===== src/rtl/core/mccs_pkg.sv =====
// Package of the multicycle control sequencer: step numbers, instruction
// class codes, control bit positions and the small decode functions.
// Depends on nothing.
`default_nettype none

package mccs_pkg;

  // Control step numbers.
  localparam logic [3:0] STEP_FETCH     = 4'd1;
  localparam logic [3:0] STEP_PC_UPDATE = 4'd2;
  localparam logic [3:0] STEP_R_ALU     = 4'd3;
  localparam logic [3:0] STEP_I_ALU     = 4'd4;
  localparam logic [3:0] STEP_BR_TEST   = 4'd5;
  localparam logic [3:0] STEP_JUMP      = 4'd6;
  localparam logic [3:0] STEP_EADDR     = 4'd7;
  localparam logic [3:0] STEP_BR_TAKE   = 4'd8;
  localparam logic [3:0] STEP_ST_DATA   = 4'd9;
  localparam logic [3:0] STEP_LD_MEM    = 4'd10;
  localparam logic [3:0] STEP_ST_MEM    = 4'd11;
  localparam logic [3:0] STEP_LD_MOVE   = 4'd12;
  localparam logic [3:0] STEP_WRITEBACK = 4'd13;

  // Instruction kinds referred to by name.
  localparam logic [4:0] KIND_AND  = 5'd1;
  localparam logic [4:0] KIND_OR   = 5'd2;
  localparam logic [4:0] KIND_SLL  = 5'd3;
  localparam logic [4:0] KIND_SRL  = 5'd4;
  localparam logic [4:0] KIND_SUB  = 5'd5;
  localparam logic [4:0] KIND_ORI  = 5'd7;
  localparam logic [4:0] KIND_LB   = 5'd8;
  localparam logic [4:0] KIND_LH   = 5'd9;
  localparam logic [4:0] KIND_LW   = 5'd10;
  localparam logic [4:0] KIND_SB   = 5'd11;
  localparam logic [4:0] KIND_SH   = 5'd12;
  localparam logic [4:0] KIND_SW   = 5'd13;
  localparam logic [4:0] KIND_BEQZ = 5'd14;
  localparam logic [4:0] KIND_BNEZ = 5'd15;
  localparam logic [4:0] KIND_J    = 5'd16;

  // Instruction classes.
  localparam logic [2:0] CLS_R     = 3'd0;
  localparam logic [2:0] CLS_I     = 3'd1;
  localparam logic [2:0] CLS_LOAD  = 3'd2;
  localparam logic [2:0] CLS_STORE = 3'd3;
  localparam logic [2:0] CLS_BR    = 3'd4;
  localparam logic [2:0] CLS_JUMP  = 3'd5;
  localparam logic [2:0] CLS_NONE  = 3'd6;

  // Load enable bits.
  localparam logic [7:0] LD_A   = 8'h01;
  localparam logic [7:0] LD_B   = 8'h02;
  localparam logic [7:0] LD_C   = 8'h04;
  localparam logic [7:0] LD_PC  = 8'h08;
  localparam logic [7:0] LD_IR  = 8'h10;
  localparam logic [7:0] LD_MAR = 8'h20;
  localparam logic [7:0] LD_MDR = 8'h40;
  localparam logic [7:0] LD_RF  = 8'h80;

  // Drive enable bits.
  localparam logic [4:0] DR_A      = 5'h01;
  localparam logic [4:0] DR_B      = 5'h02;
  localparam logic [4:0] DR_PC_S1  = 5'h04;
  localparam logic [4:0] DR_IR_S2  = 5'h08;
  localparam logic [4:0] DR_MDR_S2 = 5'h10;

  // S2 operand select codes.
  localparam logic [2:0] S2_REG   = 3'd0;
  localparam logic [2:0] S2_MDR   = 3'd1;
  localparam logic [2:0] S2_IMM16 = 3'd3;
  localparam logic [2:0] S2_IMM26 = 3'd5;
  localparam logic [2:0] S2_FOUR  = 3'd7;

  // ALU function codes.
  localparam logic [3:0] ALU_ADD  = 4'd0;
  localparam logic [3:0] ALU_SUB  = 4'd1;
  localparam logic [3:0] ALU_PASS = 4'd3;
  localparam logic [3:0] ALU_AND  = 4'd4;
  localparam logic [3:0] ALU_OR   = 4'd5;
  localparam logic [3:0] ALU_SLL  = 4'd8;
  localparam logic [3:0] ALU_SRL  = 4'd10;

  // Memory access sizes.
  localparam logic [1:0] SIZE_WORD = 2'd0;
  localparam logic [1:0] SIZE_HALF = 2'd1;
  localparam logic [1:0] SIZE_BYTE = 2'd2;

  // One control word, as it leaves the block.
  typedef struct packed {
    logic       dest_select;
    logic [3:0] alu_operation;
    logic [2:0] s2_operation;
    logic       address_select;
    logic [1:0] mem_size;
    logic       mem_write;
    logic       mem_read;
    logic [4:0] drive_enables;
    logic [7:0] load_enables;
    logic [3:0] step;
  } ctrl_word_t;

  function automatic logic [2:0] kind_class(input logic [4:0] kind);
    logic [2:0] cls;
    if (kind <= KIND_SUB)       cls = CLS_R;
    else if (kind <= KIND_ORI)  cls = CLS_I;
    else if (kind <= KIND_LW)   cls = CLS_LOAD;
    else if (kind <= KIND_SW)   cls = CLS_STORE;
    else if (kind <= KIND_BNEZ) cls = CLS_BR;
    else if (kind == KIND_J)    cls = CLS_JUMP;
    else                        cls = CLS_NONE;
    return cls;
  endfunction

  function automatic logic [3:0] alu_code(input logic [4:0] kind);
    logic [3:0] op;
    case (kind)
      KIND_AND:          op = ALU_AND;
      KIND_OR, KIND_ORI: op = ALU_OR;
      KIND_SLL:          op = ALU_SLL;
      KIND_SRL:          op = ALU_SRL;
      KIND_SUB:          op = ALU_SUB;
      default:           op = ALU_ADD;
    endcase
    return op;
  endfunction

  function automatic logic [1:0] size_code(input logic [4:0] kind);
    logic [1:0] sz;
    case (kind)
      KIND_LB, KIND_SB: sz = SIZE_BYTE;
      KIND_LH, KIND_SH: sz = SIZE_HALF;
      default:          sz = SIZE_WORD;
    endcase
    return sz;
  endfunction

endpackage

`default_nettype wire


===== src/rtl/core/multicycle_cpu_control_sequencer_top.sv =====
// Control sequencer of a multicycle processor: step register, control word
// decode and an output register. Depends on mccs_pkg.
`default_nettype none

// Usage
// Each beat on the slave side is one clock tick of the processor: it carries
// the kind of the instruction being executed and the value of its rs1
// register. For every accepted beat the block executes the control step it
// holds, sends that step's control word as one beat on the master side and
// moves to the next step, chosen by the instruction class (fetch, PC update,
// then the R-type, I-type, load, store, branch or jump path).
// The branch test step compares the low DATA_WIDTH bits (at most 32) of rs1
// with zero: beqz branches on zero, bnez on non-zero.
// The control word of an accepted input beat is on the master side in the
// cycle after. A new beat can be taken in every cycle while the receiver
// keeps up: the decode is a single layer of logic between the step register
// and the output register, so the throughput is one beat per cycle.
// When the receiver stalls, the control word waits in the output register and
// s_axis_tready drops only while that register is full and not being taken.
// Reset puts the sequencer at instruction fetch and empties the output
// register. Unused step numbers behave as fetch.
module multicycle_cpu_control_sequencer_top #(
  parameter int DATA_WIDTH = 32
) (
  input  wire         clk,
  input  wire         rst,
  input  wire         s_axis_tvalid,
  output logic        s_axis_tready,
  // [4:0] instr_kind, [36:5] rs1_value, [39:37] zero
  input  wire  [39:0] s_axis_tdata,
  output logic        m_axis_tvalid,
  input  wire         m_axis_tready,
  // [3:0] step, [11:4] load_enables, [16:12] drive_enables, [17] mem_read,
  // [18] mem_write, [20:19] mem_size, [21] address_select,
  // [24:22] s2_operation, [28:25] alu_operation, [29] dest_select, [31:30] zero
  output logic [31:0] m_axis_tdata
);

  // Only the low DATA_WIDTH bits (at most 32) of the 32-bit register value are tested.
  localparam int TestWidth = (DATA_WIDTH < 32) ? DATA_WIDTH : 32;

  logic [3:0]             current_step;
  logic [3:0]             current_step_next;
  mccs_pkg::ctrl_word_t   ctrl;
  mccs_pkg::ctrl_word_t   ctrl_next;
  logic                   in_fire;
  logic [4:0]             instr_kind;
  logic [31:0]            rs1_value;
  logic [2:0]             cls;
  logic [3:0]             st;
  logic                   zero_flag;

  assign instr_kind    = s_axis_tdata[4:0];
  assign rs1_value     = s_axis_tdata[36:5];
  assign s_axis_tready = !m_axis_tvalid || m_axis_tready;
  assign in_fire       = s_axis_tvalid && s_axis_tready;
  assign m_axis_tdata  = {2'b00, ctrl};

  assign cls       = mccs_pkg::kind_class(instr_kind);
  assign zero_flag = (rs1_value[TestWidth-1:0] == '0);
  // Steps that do not exist behave as fetch.
  assign st = (current_step == 4'd0 || current_step > mccs_pkg::STEP_WRITEBACK) ?
              mccs_pkg::STEP_FETCH : current_step;

  always_comb begin
    ctrl_next         = '0;
    ctrl_next.step    = st;
    current_step_next = mccs_pkg::STEP_FETCH;
    case (st)
      mccs_pkg::STEP_FETCH: begin
        ctrl_next.mem_read     = 1'b1;
        ctrl_next.load_enables = mccs_pkg::LD_IR;
        current_step_next      = mccs_pkg::STEP_PC_UPDATE;
      end
      mccs_pkg::STEP_PC_UPDATE: begin
        ctrl_next.load_enables  = mccs_pkg::LD_A | mccs_pkg::LD_B | mccs_pkg::LD_PC;
        ctrl_next.drive_enables = mccs_pkg::DR_PC_S1;
        ctrl_next.s2_operation  = mccs_pkg::S2_FOUR;
        case (cls)
          mccs_pkg::CLS_R:     current_step_next = mccs_pkg::STEP_R_ALU;
          mccs_pkg::CLS_I:     current_step_next = mccs_pkg::STEP_I_ALU;
          mccs_pkg::CLS_LOAD:  current_step_next = mccs_pkg::STEP_EADDR;
          mccs_pkg::CLS_STORE: current_step_next = mccs_pkg::STEP_EADDR;
          mccs_pkg::CLS_BR:    current_step_next = mccs_pkg::STEP_BR_TEST;
          mccs_pkg::CLS_JUMP:  current_step_next = mccs_pkg::STEP_JUMP;
          default:             current_step_next = mccs_pkg::STEP_FETCH;
        endcase
      end
      mccs_pkg::STEP_R_ALU: begin
        ctrl_next.drive_enables = mccs_pkg::DR_A | mccs_pkg::DR_B;
        ctrl_next.load_enables  = mccs_pkg::LD_C;
        ctrl_next.s2_operation  = mccs_pkg::S2_REG;
        ctrl_next.alu_operation = mccs_pkg::alu_code(instr_kind);
        if (cls == mccs_pkg::CLS_R) current_step_next = mccs_pkg::STEP_WRITEBACK;
      end
      mccs_pkg::STEP_I_ALU: begin
        ctrl_next.drive_enables = mccs_pkg::DR_A | mccs_pkg::DR_IR_S2;
        ctrl_next.load_enables  = mccs_pkg::LD_C;
        ctrl_next.s2_operation  = mccs_pkg::S2_IMM16;
        ctrl_next.alu_operation = mccs_pkg::alu_code(instr_kind);
        if (cls == mccs_pkg::CLS_I) current_step_next = mccs_pkg::STEP_WRITEBACK;
      end
      mccs_pkg::STEP_BR_TEST: begin
        if ((instr_kind == mccs_pkg::KIND_BEQZ && zero_flag) ||
            (instr_kind == mccs_pkg::KIND_BNEZ && !zero_flag)) begin
          current_step_next = mccs_pkg::STEP_BR_TAKE;
        end
      end
      mccs_pkg::STEP_JUMP: begin
        ctrl_next.drive_enables = mccs_pkg::DR_PC_S1 | mccs_pkg::DR_IR_S2;
        ctrl_next.load_enables  = mccs_pkg::LD_PC;
        ctrl_next.s2_operation  = mccs_pkg::S2_IMM26;
      end
      mccs_pkg::STEP_EADDR: begin
        ctrl_next.load_enables  = mccs_pkg::LD_MAR;
        ctrl_next.drive_enables = mccs_pkg::DR_A | mccs_pkg::DR_IR_S2;
        ctrl_next.s2_operation  = mccs_pkg::S2_IMM16;
        if (cls == mccs_pkg::CLS_LOAD) begin
          current_step_next = mccs_pkg::STEP_LD_MEM;
        end else if (cls == mccs_pkg::CLS_STORE) begin
          current_step_next = mccs_pkg::STEP_ST_DATA;
        end
      end
      mccs_pkg::STEP_BR_TAKE: begin
        ctrl_next.drive_enables = mccs_pkg::DR_PC_S1 | mccs_pkg::DR_IR_S2;
        ctrl_next.load_enables  = mccs_pkg::LD_PC;
        ctrl_next.s2_operation  = mccs_pkg::S2_IMM16;
      end
      mccs_pkg::STEP_ST_DATA: begin
        ctrl_next.drive_enables = mccs_pkg::DR_B;
        ctrl_next.load_enables  = mccs_pkg::LD_MDR;
        ctrl_next.alu_operation = mccs_pkg::ALU_PASS;
        ctrl_next.s2_operation  = mccs_pkg::S2_REG;
        if (cls == mccs_pkg::CLS_STORE) current_step_next = mccs_pkg::STEP_ST_MEM;
      end
      mccs_pkg::STEP_LD_MEM: begin
        ctrl_next.address_select = 1'b1;
        ctrl_next.mem_read       = 1'b1;
        ctrl_next.load_enables   = mccs_pkg::LD_MDR;
        ctrl_next.mem_size       = mccs_pkg::size_code(instr_kind);
        if (cls == mccs_pkg::CLS_LOAD) current_step_next = mccs_pkg::STEP_LD_MOVE;
      end
      mccs_pkg::STEP_ST_MEM: begin
        ctrl_next.address_select = 1'b1;
        ctrl_next.mem_write      = 1'b1;
        ctrl_next.mem_size       = mccs_pkg::size_code(instr_kind);
      end
      mccs_pkg::STEP_LD_MOVE: begin
        ctrl_next.drive_enables = mccs_pkg::DR_MDR_S2;
        ctrl_next.load_enables  = mccs_pkg::LD_C;
        ctrl_next.alu_operation = mccs_pkg::ALU_PASS;
        ctrl_next.s2_operation  = mccs_pkg::S2_MDR;
        if (cls == mccs_pkg::CLS_LOAD) current_step_next = mccs_pkg::STEP_WRITEBACK;
      end
      default: begin
        // Write-back: the destination field depends on the instruction class.
        ctrl_next.load_enables = mccs_pkg::LD_RF;
        ctrl_next.dest_select  = (cls == mccs_pkg::CLS_R);
      end
    endcase
  end

  always_ff @(posedge clk) begin
    if (rst) begin
      current_step  <= mccs_pkg::STEP_FETCH;
      m_axis_tvalid <= 1'b0;
    end else begin
      if (in_fire) begin
        current_step  <= current_step_next;
        m_axis_tvalid <= 1'b1;
      end else if (m_axis_tready) begin
        m_axis_tvalid <= 1'b0;
      end
    end
  end

  always_ff @(posedge clk) begin
    if (in_fire) begin
      ctrl <= ctrl_next;
    end
  end

endmodule

`default_nettype wire


===== config.mk =====
export PLATFORM = sky130hd
export DESIGN_NAME = multicycle_cpu_control_sequencer_top
export DESIGN_NICKNAME = d
export VERILOG_FILES = /design/src/rtl/core/mccs_pkg.sv /design/src/rtl/core/multicycle_cpu_control_sequencer_top.sv
export SDC_FILE = /design/constraint.sdc
export NUM_CORES = 1
export LEC_CHECK = 0
export BUFFER_PORTS_ARGS = -buffer_cell sky130_fd_sc_hd__buf_2
export CAP_MARGIN = 20
export CORE_ASPECT_RATIO = 0.7
export CORE_MARGIN = 5
export CORE_UTILIZATION = 51
export DETAILED_ROUTE_END_ITERATION = 8
export HOLD_SLACK_MARGIN = 0.15
export MAX_ROUTING_LAYER = met4
export PLACE_DENSITY_LB_ADDON = 0.05
export SYNTH_ARGS = -nofsm -noshare
export SYNTH_HDL_FRONTEND = slang
export SYNTH_SLANG_ARGS = --single-unit

===== constraint.sdc =====
create_clock -name clk -period 3.2 [get_ports clk]
set_clock_uncertainty 0.1 [all_clocks]
set_input_delay 0 -clock clk [delete_from_list [all_inputs] [get_ports clk]]
set_output_delay 0 -clock clk [all_outputs]
set_load 0.01 [all_outputs]

==> flow_summary.json, run 1 <==
{
  "status": "finished, final reports clean",
  "num_vias": 1656,
  "cts_tree": "done",
  "wl_per_cell_um": 14.6,
  "cts_resized": 0,
  "arrival_ns": 2.61,
  "synth_ff_type": "edfxtp_1",
  "grt_use_met1": 0.258,
  "grt_max_degree": 32,
  "num_rows": 18,
  "drtIter0Drc": 163,
  "worst_pin_slew_ns": 0.883,
  "numCtsBuffers": 5,
  "vias_per_cell": 5.38,
  "slew_violations": 0,
  "cts_sinks": 34,
  "syn_area_um2": 1870,
  "crit_type": "register to register",
  "die_x_um": 82.5,
  "cts_setup_buffers": 0,
  "r2r_slack_ns": 0.64,
  "crit_path_start_kind": "register",
  "ys_types": 50,
  "worst_hold_path_type": "input port to output port",
  "worst_r2r_startpoint": "current_step[3]$_SDFFE_PP0P_",
  "drc": 0,
  "syn_to_final_growth_pct": 28.2,
  "finalWirelength_um": 4510,
  "power_density_nw_per_um2": 416,
  "grt_util_met2": 0.312,
  "final_util": 0.680,
  "min_from": "m_axis_tready",
  "coreArea_um2": 3540,
  "n_antenna_cell": 0,
  "busiest_layer": "met2",
  "grt.met3_usage": 0.0401,
  "crit_start": "current_step[3]$_SDFFE_PP0P_",
  "portBuffers": 72,
  "layout.nets": 301,
  "tns_ns": 0,
  "fin_total_pwr_mw": 1.00,
  "mostFrequentLayoutCell": "buf_2",
  "peakVddDrop_mv": 0.276,
  "grt-ovfl-total": 0,
  "drive_above_1_share": 0.349,
  "worst_hold_path.num_cells": 3,
  "start_util": 0.530,
  "gp_congestion": 0.876,
  "worst_r2r_path_depth": 4,
  "clk_pin_slew_ns": 0.07,
  "drv_cap": 0,
  "period_minus_slack_ns": 2.56,
  "min_to": "s_axis_tready",
  "num_io_pins": 78,
  "dp_hpwl_um": 3160,
  "antenna_left": 0,
  "layout_common_cells": "buf_2 (72), edfxtp_1 (29), nor2_1 (22)",
  "setup-violations-final": 0,
  "end_kind": "register",
  "grt_pass1_wl_um": 7040,
  "nFillCells": 280,
  "ys_seq_area_frac": 0.518,
  "cp_max_fo": 27,
  "grt_pass1_vias": 1502,
  "dieArea_um2": 5010,
  "fmax_mhz": 391,
  "p_leak_nw": 0.959,
  "fp.dieH_um": 60.7,
  "synth-seq-cells": 34,
  "ctsHoldBuffers": 10,
  "synthCells": 182,
  "clockBufferDepth": 2,
  "grt.total_usage": 0.200,
  "antenna_found_initial": 0,
  "dr.pass1.iters": 4,
  "hold_violations": 0,
  "rsz0062_at_grt": "false",
  "cts_root_buffer": "clkbuf_8",
  "r2r_end": "m_axis_tdata[19]$_SDFFCE_PN0P_",
  "ys_warn_count": 0,
  "async_flop_share": 0,
  "clk_latency_ns": 0.29,
  "cp.required_ns": 3.26,
  "synth_edf_count": 29,
  "syn_avg_cell_area_um2": 10.3,
  "fin_crit_sh": 0.799,
  "slew_headroom": 0.411,
  "h-tree-depth": 2
}
state kept, by name, indices dropped and copies added (netlist names):
name           count
current_step       4
m_axis_tdata      29
m_axis_tvalid      1
logic make-up (layout without fill, tap and decap cells):
logic type                count (synthesis)  count (layout)  synth area share
xor gates and xnor gates                  4               4            0.0187
and+or+nand+nor                          77              77             0.224
buffers and inverters                    21              96            0.0581
muxes                                     5               5            0.0287
DFF                                      34              34             0.518
other                                     1               2           0.00200
AOI/OAI and AO/OA                        40              40             0.150
worst max-delay path: stages (launching register included):
cell and delay (ns):
dfxtp_1 0.90, nand2_1 0.22, or3_1 0.45, nor3_1 0.19, dlygate4sd3_1 0.58
worst max-delay path by stage:
stage	end	depth (start not counted)
finish	m_axis_tdata[19]$_SDFFCE_PN0P_	4
floorplan	current_step[1]$_SDFFE_PP0P_	5
detailed placement	current_step[3]$_SDFFE_PP0P_	4
CTS	current_step[0]$_SDFFE_PP1P_	6
global placement	current_step[3]$_SDFFE_PP0P_	4
global route	m_axis_tdata[19]$_SDFFCE_PN0P_	4
stage by stage:
step | std cells | instance area [µm²] | setup slack [ns] | hold WS, ns
floorplan | 183 | 1880 | 1.39 | -0.0321
global placement | 290 | 2220 | 1.11 | 0.145
detailed placement | 290 | 2220 | 1.10 | 0.150
CTS | 308 | 2400 | 0.694 | 0.244
global route | 308 | 2400 | 0.465 | 0.273
finish | 308 | 2400 | 0.645 | 0.242
cells in the mapped netlist, types with 3 or more instances:
cell      count  area [µm²]
a211oi_1      3        22.5
a21oi_1      13        65.1
and2_1        4        25.0
buf_2         9        45.0
buf_4         3        22.5
dfxtp_1       5         100
edfxtp_1     29         871
inv_1         5        18.8
mux2_2        3        33.8
nand2_1       9        33.8
nand2b_1      8        50.1
nand3b_1      3        22.5
nor2_1       22        82.6
nor3_1        6        30.0
nor4_1        9        56.3
o21ai_0       4        20.0
o22ai_1       3        18.8
xnor2_1       3        26.3
layout make-up:
class                   instances  area (µm²)  share of cell area
multi-input cells             128         798               0.332
clock buffers                   5        68.8              0.0286
repair buffers                 83         468               0.195
flip-flops and latches         34         971               0.404
inverters                       5        18.8             0.00781
well taps                      50        62.6              0.0260
clock inverters                 3        16.3             0.00677
where the power goes:
group,internal (mW),switching (mW),leakage (nW)
sequential,0.510,0.0218,0.329
clock,0.149,0.154,0.0416
combinational,0.0768,0.0888,0.589
total,0.735,0.265,0.959
metal layers:
| metal | vias to the layer above | share of wire |
|---|---|---|
| met5 | - | 0 |
| met4 | 0 | 0.016 |
| met3 | 7 | 0.089 |
| met2 | 83 | 0.47 |
| met1 | 739 | 0.43 |
| li1 | 827 | - |
Note: power is estimated with default switching activity, not from simulation.
==> run 2: changes to the inputs <==
CORE_UTILIZATION = 43   (was 51)
clock period = 2.3 ns   (was 3.2 ns; I/O delays follow)
==> run 2 against run 1 <==
Sequential cell count did not move. Setup slack got worse by 0.48 ns. Non-clock buffer count rose by 10. Combinational power rose by 55%. Via count rose by 2.7%. Worst hold slack got worse by 0.12 ns. Global-route usage fell by 3.1 points. Critical path depth rose by 1. Utilization fell by 8.4 points. Sequential power rose by 38%. Largest power group unchanged.
==> flow_summary.json, run 2 (same netlist as run 1, synthesis figures left out) <==
{
  "status": "finished, final reports clean",
  "fin_crit_sh": 0.926,
  "cts_tree": "done",
  "rsz0062_at_grt": "false",
  "num_io_pins": 78,
  "grt.total_usage": 0.169,
  "finalWirelength_um": 4610,
  "slowest_delay_ns": 0.57,
  "crit_path_start_kind": "register",
  "dp_hpwl_um": 3370,
  "internal_power_mw": 1.26,
  "min_from": "s_axis_tdata[27]",
  "crit_type": "register to register",
  "grt_max_degree": 19,
  "critPathBufInv": 2,
  "antenna_left": 0,
  "drive_above_1_share": 0.377,
  "end_kind": "register",
  "start_util": 0.438,
  "power.share.switching": 0.232,
  "placedCellCount": 302,
  "portBuffers": 72,
  "arrival_ns": 2.18,
  "cpLargestDelayFamily": "buffers and inverters",
  "dr.pass1.iters": 4,
  "grt-ovfl-total": 0,
  "worst_r2r_path_depth": 5,
  "peakVddDrop_mv": 0.374,
  "mostFrequentLayoutCell": "buf_2",
  "period_minus_slack_ns": 2.13,
  "worst_r2r_startpoint": "current_step[1]$_SDFFE_PP0P_",
  "drtIter0Drc": 101,
  "fin_area_um2": 2550,
  "fin_cells": 323,
  "syn_to_final_growth_pct": 36.0,
  "num_rows": 20,
  "fmax_mhz": 469,
  "r2r_slack_ns": 0.17,
  "layout.nets": 311,
  "p_switching_mw": 0.383,
  "slew_headroom": 0.665,
  "fp.dieH_um": 65.2,
  "layout_common_cells": "buf_2 (72), edfxtp_1 (29), nor2_1 (21)",
  "largest_register_ffs": 29,
  "worst_pin_slew_ns": 0.502,
  "coreArea_um2": 4280,
  "drc": 0,
  "p_clk_frac": 0.399,
  "r2r_end": "m_axis_tdata[19]$_SDFFCE_PN0P_",
  "n_antenna_cell": 0,
  "cp.depth": 5,
  "clk_latency_ns": 0.28,
  "critical_path.endpoint": "m_axis_tdata[19]$_SDFFCE_PN0P_",
  "crit_start": "current_step[1]$_SDFFE_PP0P_",
  "dieArea_um2": 5800,
  "power_density_nw_per_um2": 646,
  "cts_root_buffer": "clkbuf_8",
  "critPathSlowestCell": "dlygate4sd3_1",
  "slew_violations": 0,
  "worst_hold_path_type": "input port to register",
  "num_vias": 1700,
  "vias_per_cell": 5.26,
  "cp_max_fo": 12,
  "cts_setup_buffers": 0,
  "drv_cap": 0,
  "cp.required_ns": 2.35,
  "final_util": 0.596,
  "path_cells": "buf_4 -> nand2_1 -> or3_1 -> nor3_1 -> dlygate4sd3_1",
  "combPwrFrac": 0.157,
  "hold_violations": 0,
  "antenna_found_initial": 0,
  "gp_congestion": 0.831,
  "h-tree-depth": 2,
  "clockBufferDepth": 2,
  "cts_sinks": 34,
  "setup-violations-final": 0,
  "seqPwrFrac": 0.444,
  "grt_pass1_vias": 1661,
  "numCtsBuffers": 5,
  "tns_ns": 0,
  "die_x_um": 88.9,
  "clk_pin_slew_ns": 0.07,
  "wl_per_cell_um": 14.3,
  "p_leak_nw": 1.03,
  "post_dp_cell_area_um2": 2280,
  "grt_pass1_wl_um": 7360
}
[run 2: cell types whose count changed in the layout (fill, tap and decap cells not counted), sizes merged]
| cell | before | now |
|---|---|---|
| buf | 73 | 80 |
| bufinv | 0 | 2 |
| clkinv | 2 | 1 |
| clkinvlp | 1 | 0 |
| dlygate4sd3 | 10 | 13 |
[run 2: area by class of cell]
type	instances	area (µm²)
Clock inverter	3	68.8
Sequential cell	34	973
Multi-Input combinational cell	128	801
Timing Repair Buffer	93	551
Inverter	5	18.8
Clock buffer	5	68.8
Fill cell	384	1730
Tap cell	55	68.8
[run 2: stage by stage]
step                      setup WS, ns  power, mW  hold WS (ns)
after CTS                       0.0513       1.66         0.151
after detailed placement         0.398      0.987         0.155
after global placement           0.402      0.984         0.150
after floorplan                  0.494      0.888       -0.0321
after global routing            0.0810       1.73         0.194
final                            0.169       1.65         0.127
[run 2: repair_timing]
item	4_1_cts	5_1_grt
setup endpoints to repair	0	3
endpoints found under the hold margin	11	0
resized for setup	0	3
hold buffers	15	0
[run 2: worst min-delay path by stage]
stage | endpoint | slack (ns) | cells after the start
6_report | current_step[0]$_SDFFE_PP1P_ | 0.13 | 6
5_1_grt | current_step[0]$_SDFFE_PP1P_ | 0.19 | 6
4_1_cts | current_step[0]$_SDFFE_PP1P_ | 0.15 | 6
3_5_place_dp | m_axis_tvalid$_SDFFE_PP0P_ | 0.16 | 3
3_3_place_gp | m_axis_tvalid$_SDFFE_PP0P_ | 0.15 | 3
2_1_floorplan | current_step[3]$_SDFFE_PP0P_ | -0.03 | 1
[run 2: metal layers]
layer  part of all wire  global-route usage  vias to the layer above
li1                   -                   -                      842
met1               0.45               0.224                      789
met2               0.45               0.259                       65
met3              0.090              0.0414                        4
met4             0.0065              0.0453                        0
met5                  0                   -                        -
[run 2: power by group through the flow]
stage               sequential (mW)  combinational [mW]  clock [mW]
floorplan                     0.751               0.137           0
detailed placement            0.745               0.241           0
CTS                           0.732               0.258       0.666
global route                  0.738               0.285       0.702
finish                        0.732               0.258       0.657
global placement              0.744               0.240           0
[run 2: worst register-to-register path, cell delays in order, from the launching register on]
cell	delay [ns]
dfxtp_2	0.46
buf_4	0.19
nand2_1	0.09
or3_1	0.41
nor3_1	0.18
dlygate4sd3_1	0.57
